`config.mk`:
```
export PLATFORM = sky130hd
export DESIGN_NAME = text_console_cursor_engine_unit
export DESIGN_NICKNAME = d
export VERILOG_FILES = /design/src/hw/rtl/tcce_pkg.sv /design/src/hw/rtl/text_console_cursor_engine_unit.sv /design/src/hw/rtl/tcce_digit_unit.sv /design/src/hw/rtl/tcce_cursor.sv
export SDC_FILE = /design/constraint.sdc
export NUM_CORES = 1
export LEC_CHECK = 0
export ABC_AREA = 0
export BUFFER_PORTS_ARGS = -buffer_cell sky130_fd_sc_hd__clkbuf_2
export CAP_MARGIN = 15
export CELL_PAD_IN_SITES_DETAIL_PLACEMENT = 1
export CELL_PAD_IN_SITES_GLOBAL_PLACEMENT = 2
export CORE_ASPECT_RATIO = 0.75
export CORE_MARGIN = 5
export CORE_UTILIZATION = 25
export CTS_BUF_LIST = sky130_fd_sc_hd__clkbuf_8 sky130_fd_sc_hd__clkbuf_16
export DETAILED_ROUTE_END_ITERATION = 6
export GPL_TIMING_DRIVEN = 0
export PLACE_DENSITY_LB_ADDON = 0.1
export SYNTH_ARGS = -nofsm -noshare
export SYNTH_HDL_FRONTEND = slang
export SYNTH_SLANG_ARGS = --single-unit
```
`constraint.sdc`:
```
create_clock -name clk -period 4.3 [get_ports clk]
set_clock_uncertainty 0.1 [all_clocks]
set_input_delay 0.43 -clock clk [delete_from_list [all_inputs] [get_ports clk]]
set_output_delay 0.43 -clock clk [all_outputs]
set_load 0.05 [all_outputs]
```
`src/hw/rtl/tcce_pkg.sv`:
```
package tcce_pkg;

  // Fixed field widths
  localparam int COLUMN_W = 7;
  localparam int ROW_W    = 5;
  localparam int GLYPH_W  = 8;
  localparam int RGB_W    = 24;
  localparam int MODE_W   = 2;

  // Parameter defaults
  localparam int COLUMNS_DEF     = 80;
  localparam int ROWS_DEF        = 24;
  localparam int NUMBER_BITS_DEF = 32;

  // Results per input word beyond this are dropped
  localparam int MAX_RESULTS = 20;
  localparam int RCOUNT_W    = $clog2(MAX_RESULTS + 1);

  // Output word: column, row, glyph, fore, back, padded to bytes
  localparam int M_FIELDS_W = COLUMN_W + ROW_W + GLYPH_W + 2 * RGB_W;
  localparam int M_TDATA_W  = ((M_FIELDS_W + 7) / 8) * 8;

  // Input modes
  localparam logic [MODE_W-1:0] MODE_CHAR = 2'd0;
  localparam logic [MODE_W-1:0] MODE_DEC  = 2'd1;
  localparam logic [MODE_W-1:0] MODE_HEX  = 2'd2;

  // Output commands
  localparam logic CMD_DRAW   = 1'b0;
  localparam logic CMD_SCROLL = 1'b1;

  localparam logic [GLYPH_W-1:0] NEWLINE_CODE = 8'h0a;
  localparam logic [GLYPH_W-1:0] SPACE_CODE   = 8'h20;
  localparam logic [GLYPH_W-1:0] ZERO_CHAR    = 8'h30;
  localparam logic [GLYPH_W-1:0] LOWER_A_CHAR = 8'h61;
  localparam logic [3:0]         DIGIT_TEN    = 4'd10;

  // Byte stream from the digit unit to the cursor unit
  typedef struct packed {
    logic               valid;
    logic [GLYPH_W-1:0] code;
    logic               last;
  } byte_word_t;

  // Registered result word, colors are added at the top level
  typedef struct packed {
    logic                valid;
    logic                command;
    logic [COLUMN_W-1:0] column;
    logic [ROW_W-1:0]    row;
    logic [GLYPH_W-1:0]  glyph;
    logic                last;
  } result_t;

  function automatic logic [GLYPH_W-1:0] digit_ascii(input logic [3:0] d);
    logic [GLYPH_W-1:0] code;
    if (d < DIGIT_TEN) begin
      code = ZERO_CHAR + {4'b0000, d};
    end else begin
      code = LOWER_A_CHAR + {4'b0000, d - DIGIT_TEN};
    end
    return code;
  endfunction

endpackage

```
`src/hw/rtl/text_console_cursor_engine_unit.sv`:
```
// Text console cursor engine.
// Input stream (s_*): one word is a character (mode 0), a number printed in
// decimal (mode 1) or in lowercase hex (mode 2); mode 3 words are taken and
// dropped. Output stream (m_*): draw commands (glyph at column/row) and
// scroll-up-and-clear-bottom commands, both carrying the configured colors;
// m_tlast marks the final command caused by one input word.
// APB port: register 0 at address 0 is the foreground color, register 1 at
// address 4 the background color; pready is tied high.
// Flow: one input word is worked on at a time. A decimal number goes through
// serial double dabble, then leading-zero stripping, then each digit is sent,
// with an extra scroll step when a scroll follows. Hex skips the double
// dabble. The cursor unit takes a byte in C_TAKE and draws it in C_DRAW,
// so its take/draw loop sets the per-digit cost.
// Reset: cursor to column 0, row 0, foreground white, background black.
// When m_tready is low the output register holds its word and the cursor
// and digit units stall; no command is lost.
module text_console_cursor_engine_unit #(
  parameter int COLUMNS     = tcce_pkg::COLUMNS_DEF,
  parameter int ROWS        = tcce_pkg::ROWS_DEF,
  parameter int NUMBER_BITS = tcce_pkg::NUMBER_BITS_DEF
) (
  input  logic                                  clk,
  input  logic                                  rst,
  // input word
  input  logic                                  s_tvalid,
  output logic                                  s_tready,
  // tdata: char_code[7:0], number[NUMBER_BITS+7:8], zero padding
  input  logic [((NUMBER_BITS + 15) / 8) * 8-1:0] s_tdata,
  // tuser: mode[1:0]
  input  logic [tcce_pkg::MODE_W-1:0]           s_tuser,
  // output word
  output logic                                  m_tvalid,
  input  logic                                  m_tready,
  // tdata: column[6:0], row[11:7], glyph[19:12], fore_rgb[43:20],
  //        back_rgb[67:44], zero padding
  output logic [tcce_pkg::M_TDATA_W-1:0]        m_tdata,
  // tuser: command[0]
  output logic                                  m_tuser,
  output logic                                  m_tlast,
  // configuration
  input  logic                                  psel,
  input  logic                                  penable,
  input  logic                                  pwrite,
  input  logic [2:0]                            paddr,
  input  logic [31:0]                           pwdata,
  output logic [31:0]                           prdata,
  output logic                                  pready
);

  localparam int RGB_W = tcce_pkg::RGB_W;

  logic [RGB_W-1:0]     fore_color;
  logic [RGB_W-1:0]     back_color;
  logic                 cfg_write;
  tcce_pkg::byte_word_t byte_word;
  logic                 byte_ready;
  tcce_pkg::result_t    result;

  // register index is paddr[2]
  assign pready    = 1'b1;
  assign cfg_write = psel && penable && pwrite;
  assign prdata    = paddr[2] ? {8'h00, back_color} : {8'h00, fore_color};

  always_ff @(posedge clk) begin
    if (rst) begin
      fore_color <= 24'hffffff;
      back_color <= 24'h000000;
    end else if (cfg_write) begin
      if (paddr[2]) begin
        back_color <= pwdata[RGB_W-1:0];
      end else begin
        fore_color <= pwdata[RGB_W-1:0];
      end
    end
  end

  tcce_digit_unit #(
    .NUMBER_BITS (NUMBER_BITS)
  ) u_digit (
    .clk        (clk),
    .rst        (rst),
    .in_valid   (s_tvalid),
    .in_ready   (s_tready),
    .mode       (s_tuser),
    .char_code  (s_tdata[7:0]),
    .number     (s_tdata[NUMBER_BITS+7:8]),
    .byte_out   (byte_word),
    .byte_ready (byte_ready)
  );

  tcce_cursor #(
    .COLUMNS (COLUMNS),
    .ROWS    (ROWS)
  ) u_cursor (
    .clk          (clk),
    .rst          (rst),
    .byte_in      (byte_word),
    .byte_ready   (byte_ready),
    .result       (result),
    .result_ready (m_tready)
  );

  // colors are to be changed only while idle (the block does not enforce it), so they are added at the port
  assign m_tvalid = result.valid;
  assign m_tuser  = result.command;
  assign m_tlast  = result.last;
  assign m_tdata  = {{(tcce_pkg::M_TDATA_W - tcce_pkg::M_FIELDS_W){1'b0}},
                     back_color, fore_color, result.glyph, result.row, result.column};

endmodule

```
`src/hw/rtl/tcce_digit_unit.sv`:
```
// Front end: turns one input word into a stream of bytes.
// Decimal goes through a bit-serial double dabble, hex loads nibbles directly.
module tcce_digit_unit #(
  parameter int NUMBER_BITS = tcce_pkg::NUMBER_BITS_DEF
) (
  input  logic                         clk,
  input  logic                         rst,
  input  logic                         in_valid,
  output logic                         in_ready,
  input  logic [tcce_pkg::MODE_W-1:0]  mode,
  input  logic [tcce_pkg::GLYPH_W-1:0] char_code,
  input  logic [NUMBER_BITS-1:0]       number,
  output tcce_pkg::byte_word_t         byte_out,
  input  logic                         byte_ready
);

  localparam int DIGITS = (NUMBER_BITS * 30103) / 100000 + 1;
  localparam int BUF_W  = DIGITS * 4;
  localparam int REM_W  = $clog2(DIGITS + 1);
  localparam int CNT_W  = $clog2(NUMBER_BITS + 1);

  typedef enum logic [1:0] {F_IDLE, F_DABBLE, F_STRIP, F_SEND} fstate_t;

  fstate_t                      state;
  logic                         is_char;
  logic [tcce_pkg::GLYPH_W-1:0] char_reg;
  logic [BUF_W-1:0]             digits;
  logic [BUF_W-1:0]             adjusted;
  logic [NUMBER_BITS-1:0]       bits;
  logic [CNT_W-1:0]             cnt;
  logic [REM_W-1:0]             rem;
  logic [3:0]                   top_digit;
  logic                         send_last;

  assign top_digit = digits[BUF_W-1 -: 4];
  assign send_last = is_char || (rem == REM_W'(1));
  assign in_ready  = (state == F_IDLE);

  assign byte_out.valid = (state == F_SEND);
  assign byte_out.code  = is_char ? char_reg : tcce_pkg::digit_ascii(top_digit);
  assign byte_out.last  = send_last;

  // add 3 to every BCD digit of 5 or more before the shift
  always_comb begin
    for (int i = 0; i < DIGITS; i++) begin
      if (digits[i*4 +: 4] >= 4'd5) begin
        adjusted[i*4 +: 4] = digits[i*4 +: 4] + 4'd3;
      end else begin
        adjusted[i*4 +: 4] = digits[i*4 +: 4];
      end
    end
  end

  always_ff @(posedge clk) begin
    if (rst) begin
      state <= F_IDLE;
    end else begin
      unique case (state)
        F_IDLE: begin
          if (in_valid) begin
            char_reg <= char_code;
            bits     <= number;
            rem      <= REM_W'(DIGITS);
            if (mode == tcce_pkg::MODE_CHAR) begin
              is_char <= 1'b1;
              state   <= F_SEND;
            end else if (mode == tcce_pkg::MODE_DEC) begin
              is_char <= 1'b0;
              digits  <= '0;
              cnt     <= CNT_W'(NUMBER_BITS);
              state   <= F_DABBLE;
            end else if (mode == tcce_pkg::MODE_HEX) begin
              is_char <= 1'b0;
              digits  <= {{(BUF_W - NUMBER_BITS){1'b0}}, number};
              state   <= F_STRIP;
            end
          end
        end
        F_DABBLE: begin
          digits <= {adjusted[BUF_W-2:0], bits[NUMBER_BITS-1]};
          bits   <= {bits[NUMBER_BITS-2:0], 1'b0};
          cnt    <= cnt - CNT_W'(1);
          if (cnt == CNT_W'(1)) begin
            state <= F_STRIP;
          end
        end
        F_STRIP: begin
          // drop leading zeros, keep at least one digit
          if (rem != REM_W'(1) && top_digit == 4'd0) begin
            digits <= {digits[BUF_W-5:0], 4'd0};
            rem    <= rem - REM_W'(1);
          end else begin
            state <= F_SEND;
          end
        end
        F_SEND: begin
          if (byte_ready) begin
            if (send_last) begin
              state <= F_IDLE;
            end else begin
              digits <= {digits[BUF_W-5:0], 4'd0};
              rem    <= rem - REM_W'(1);
            end
          end
        end
        default: state <= F_IDLE;
      endcase
    end
  end

endmodule

```
`src/hw/rtl/tcce_cursor.sv`:
```
// Cursor tracking and command generation with a registered output word.
module tcce_cursor #(
  parameter int COLUMNS = tcce_pkg::COLUMNS_DEF,
  parameter int ROWS    = tcce_pkg::ROWS_DEF
) (
  input  logic                 clk,
  input  logic                 rst,
  input  tcce_pkg::byte_word_t byte_in,
  output logic                 byte_ready,
  output tcce_pkg::result_t    result,
  input  logic                 result_ready
);

  localparam int CW = tcce_pkg::COLUMN_W;
  localparam int RW = tcce_pkg::ROW_W;
  localparam int NW = tcce_pkg::RCOUNT_W;

  typedef enum logic [1:0] {C_TAKE, C_DRAW, C_SCROLL} cstate_t;

  cstate_t                      state;
  logic [CW-1:0]                col;
  logic [RW-1:0]                row;
  logic [tcce_pkg::GLYPH_W-1:0] code;
  logic                         byte_last;
  logic [NW-1:0]                rcount;
  logic [NW-1:0]                rcount_inc;
  logic                         out_free;
  logic                         room;
  logic                         at_cap;
  logic                         wrap;
  logic                         bottom;
  logic                         emit;

  assign byte_ready = (state == C_TAKE);
  assign out_free   = !result.valid || result_ready;
  assign room       = (rcount < NW'(tcce_pkg::MAX_RESULTS));
  assign at_cap     = (rcount == NW'(tcce_pkg::MAX_RESULTS - 1));
  assign rcount_inc = room ? rcount + NW'(1) : rcount;
  assign wrap       = (col == CW'(COLUMNS - 1));
  assign bottom     = (row == RW'(ROWS - 1));
  // a new word goes into the output register this cycle
  assign emit       = out_free && room && (state == C_DRAW || state == C_SCROLL);

  always_ff @(posedge clk) begin
    if (rst) begin
      state        <= C_TAKE;
      col          <= '0;
      row          <= '0;
      rcount       <= '0;
      result.valid <= 1'b0;
    end else begin
      if (emit) begin
        result.valid <= 1'b1;
      end else if (result_ready) begin
        result.valid <= 1'b0;
      end
      unique case (state)
        C_TAKE: begin
          if (byte_in.valid) begin
            code      <= byte_in.code;
            byte_last <= byte_in.last;
            if (byte_in.code == tcce_pkg::NEWLINE_CODE) begin
              col <= '0;
              if (bottom) begin
                state <= C_SCROLL;
              end else begin
                row <= row + RW'(1);
                if (byte_in.last) begin
                  rcount <= '0;
                end
              end
            end else begin
              state <= C_DRAW;
            end
          end
        end
        C_DRAW: begin
          if (out_free) begin
            if (room) begin
              result.command <= tcce_pkg::CMD_DRAW;
              result.column  <= col;
              result.row     <= row;
              result.glyph   <= code;
              result.last    <= (byte_last && !(wrap && bottom)) || at_cap;
            end
            // count restarts once the word's final command is out
            rcount <= (byte_last && !(wrap && bottom)) ? '0 : rcount_inc;
            if (wrap) begin
              col <= '0;
              if (bottom) begin
                state <= C_SCROLL;
              end else begin
                row   <= row + RW'(1);
                state <= C_TAKE;
              end
            end else begin
              col   <= col + CW'(1);
              state <= C_TAKE;
            end
          end
        end
        C_SCROLL: begin
          if (out_free) begin
            if (room) begin
              result.command <= tcce_pkg::CMD_SCROLL;
              result.column  <= '0;
              result.row     <= RW'(ROWS - 1);
              result.glyph   <= tcce_pkg::SPACE_CODE;
              result.last    <= byte_last || at_cap;
            end
            rcount <= byte_last ? '0 : rcount_inc;
            state  <= C_TAKE;
          end
        end
        default: state <= C_TAKE;
      endcase
    end
  end

endmodule
```
==> summary.txt <==
Run status
  • Status: completed

Final layout
  • Largest registers: u_digit.digits x40, u_digit.bits x32
  • Layout Nets: 1265
  • Multi-input gate area: 4320 sq um
  • Antenna diode count: 0
  • Max reg flops: 40
  • Biggest register: u_digit.digits
  • Filler cell count: 4427
  • Reg area: 5060 sq um
  • Finished Cell Area: ~12000 sq um
  • Layout cell share with drive strength beyond 1: between 20 and 30%
  • Final Non-Filler Cells: roughly 1700
  • Area Overhead vs Synth: 22.8%

Worst setup path
  • Buf+Inv Stages, Crit Path: 3
  • Slowest cell on crit path: a21boi_0
  • Startpoint class of the critical path: flip-flop
  • Worst reg2reg setup slack: about 0.9 ns
  • FF-to-FF Start: u_digit.state[1]
  • CP Cell Sequence: inv_1 > ha_1 > clkbuf_1 > buf_1 > nand2_1 > o21ai_4 > a21boi_0
  • Reg2Reg Depth: 7
  • CP Max Fanout: 10
  • FF-to-FF End: u_digit.cnt[4]
  • Worst path max stage delay: ~0.9 ns
  • Family with the most delay on the worst path: compound AO/OA/AOI/OAI gates
  • CP arrival: ~3.4 ns
  • Critical path class: reg2reg
  • CP required: 4.28 ns
  • Crit end category: flip-flop

Hold path
  • Hold Path Stages: 1
  • HP Class: in2reg
  • Endpoint, Worst Hold: u_digit.char_reg[2]
  • Hold wc startpoint: s_tdata[2]

Synth
  • Async S/R FF share, synth: 0%
  • Sequential share of the synthesized area: 51.9%
  • Mapped Cells: 938
  • Post-synth EDFFs: 122
  • Post-synth cell types: 56
  • Synth warnings: 0
  • Avg Inst Size Synth: 10.4 sq um
  • Top FF cell, synth: edfxtp_1
  • Mapped Area: 9750 sq um
  • Post-synthesis register bit count: 192

STA
  • Worst Max-Slew Pin Slew: 1.05 ns
  • Post-layout min period: 3.40 ns
  • Final hold vios: 0
  • Final period util: 79.0%
  • Unrepaired setup endpoints after global routing: no
  • Highest clock rate: 294 MHz
  • Number of max-slew violations in the final report: 0
  • Max-slew headroom: 29.4%
  • # setup viols final: 0

Floorplan
  • Core area: ~38000 sq um
  • Site Rows: 62
  • I/O pin count: 193
  • Die Span Y: 181 um
  • Die area: between 40000 and 50000 sq um
  • Initial core utilization: 25.4%
  • Die X: between 200 and 250 um

Placed design
  • Port-buffer cells: 168
  • HPWL after DPL: between 20 and 25 mm
  • Area after DPL: 11400 sq um
  • DP Cell Count: 1633
  • Routability cong.: 0.739

Global route
  • Largest net degree at the start of global routing: 26
  • Total track usage: 13.8%
  • First-pass GRT wire length: 46.4 mm
  • Remaining global-route overflow: 0
  • Initial antenna violation count: 1
  • Vias in the first global route: 7836

Clock tree
  • Sink Count: ~190
  • CTS Hold Buffers Added: 0
  • H-tree Lvls: 4
  • CTS max path bufs: 2
  • CTS tree: yes
  • Postcts setup bufs: 0
  • Post_cts resized: 0
  • Clock transition at path regs: 0.08 ns
  • Total CTS buffers: 17
  • Worst-Skew Late Latency: about 0.46 ns
  • Clk root buf: clkbuf_16

Route
  • Via count: between 7000 and 8000
  • Vias per cell: around 4.5
  • Final wirelength: 29.4 mm
  • DR pass1 iterations: 4
  • DRC: 0
  • Initial DRC count: around 250
  • DR WL/cell: 17.7 um
  • Antenna-violating nets left: 0

Power
  • Maximum vdd drop: ~260 uV
  • Pwr dens: 562 nW/um^2
  • Lkg Pwr: about 4.6 nW

Job
  • MaxCap Viol Count: 0
-- how the worst max path moves through the flow --
stage	startpoint	endpoint	slack, ns	depth (start not counted)
floorplan	u_digit.state[0]	u_digit.cnt[0]	0.48	6
detailed placement	u_digit.state[1]	u_digit.cnt[1]	0.86	7
finish	u_digit.state[1]	u_digit.cnt[4]	0.90	7
global route	u_digit.state[1]	u_digit.cnt[5]	0.63	7
CTS	u_digit.state[1]	u_digit.cnt[4]	0.84	7
global placement	u_digit.state[1]	u_digit.cnt[0]	-1.25	7
-- synth_stat cells, types with 18 or more instances --
library cell | number | area share [%]
nand2_1 | 153 | 5.9
edfxtp_1 | 122 | 38
dfxtp_1 | 70 | 14
o21ai_0 | 61 | 3.1
a21oi_1 | 55 | 2.8
mux2_2 | 55 | 6.3
nor2_1 | 54 | 2.1
ha_1 | 41 | 5.3
inv_1 | 41 | 1.6
clkbuf_1 | 39 | 1.5
mux2i_1 | 36 | 3.7
a22oi_1 | 35 | 2.7
nor2b_1 | 21 | 1.3
xnor2_1 | 18 | 1.6
-- final cells by class --
class,count,share of cell area [%]
Sequential cell,192,42.3
Buffer,58,2.33
Clock buffer,17,3.55
Inverter,41,1.28
Multi-Input combinational cell,658,36.1
Timing Repair Buffer,172,7.49
Tap cell,512,5.35
Clock inverter,15,1.62
-- cells in the final DEF, fill, tap and decap left out, drive strengths merged, types with 8 or more instances in the layout --
| cell | n |
|---|---|
| nand2 | 153 |
| nor2 | 54 |
| o21ai | 61 |
| nand2b | 15 |
| nor2b | 21 |
| mux2i | 36 |
| or2 | 8 |
| inv | 47 |
| edfxtp | 122 |
| xnor2 | 18 |
| buf | 23 |
| a21oi | 55 |
| xor2 | 13 |
| ha | 41 |
| dfxtp | 70 |
| clkinv | 9 |
| conb | 13 |
| mux2 | 55 |
| clkbuf | 224 |
| a22oi | 35 |
-- through the flow --
stage	total power [W]	util [%]	setup TNS, ns	setup slack (ns)	hold slack (ns)
5_1_grt	0.00723	31.2	0	0.631	0.0198
3_3_place_gp	0.00512	29.4	-57.17	-1.25	0.364
2_1_floorplan	0.00437	-	0	0.484	0.357
6_report	0.00674	31.2	0	0.904	0.0425
4_1_cts	0.00687	31.2	0	0.837	0.0120
3_5_place_dp	0.00516	29.6	0	0.864	0.376
-- power by group --
part           total [W]  internal, W  switching [W]
Clock            0.00167     0.000796       0.000871
Combinational    0.00245     0.000833        0.00161
Sequential       0.00262      0.00241       0.000212
-- kinds of logic after synthesis --
logic type               share of synthesized area (%)
other                                           0.0770
adder cells (fa/ha/maj)                           5.26
buffers and inverters                             4.44
XOR/XNOR                                          2.78
AO/OA/AOI/OAI                                     11.5
flip-flops                                        51.9
multiplexers                                      10.0
AND/OR/NAND/NOR                                   14.0
-- routing by layer --
| layer | vias to the layer above | global-route usage [%] | share of wire (%) |
|---|---|---|---|
| met5 | - | 0 | 0.037 |
| met4 | 2 | 3.30 | 0.96 |
| met3 | 19 | 3.23 | 3.5 |
| met2 | 100 | 20.4 | 43 |
| met1 | 3614 | 20.3 | 53 |
| li1 | 3697 | - | - |
Note: power is estimated with default switching activity, not from simulation.
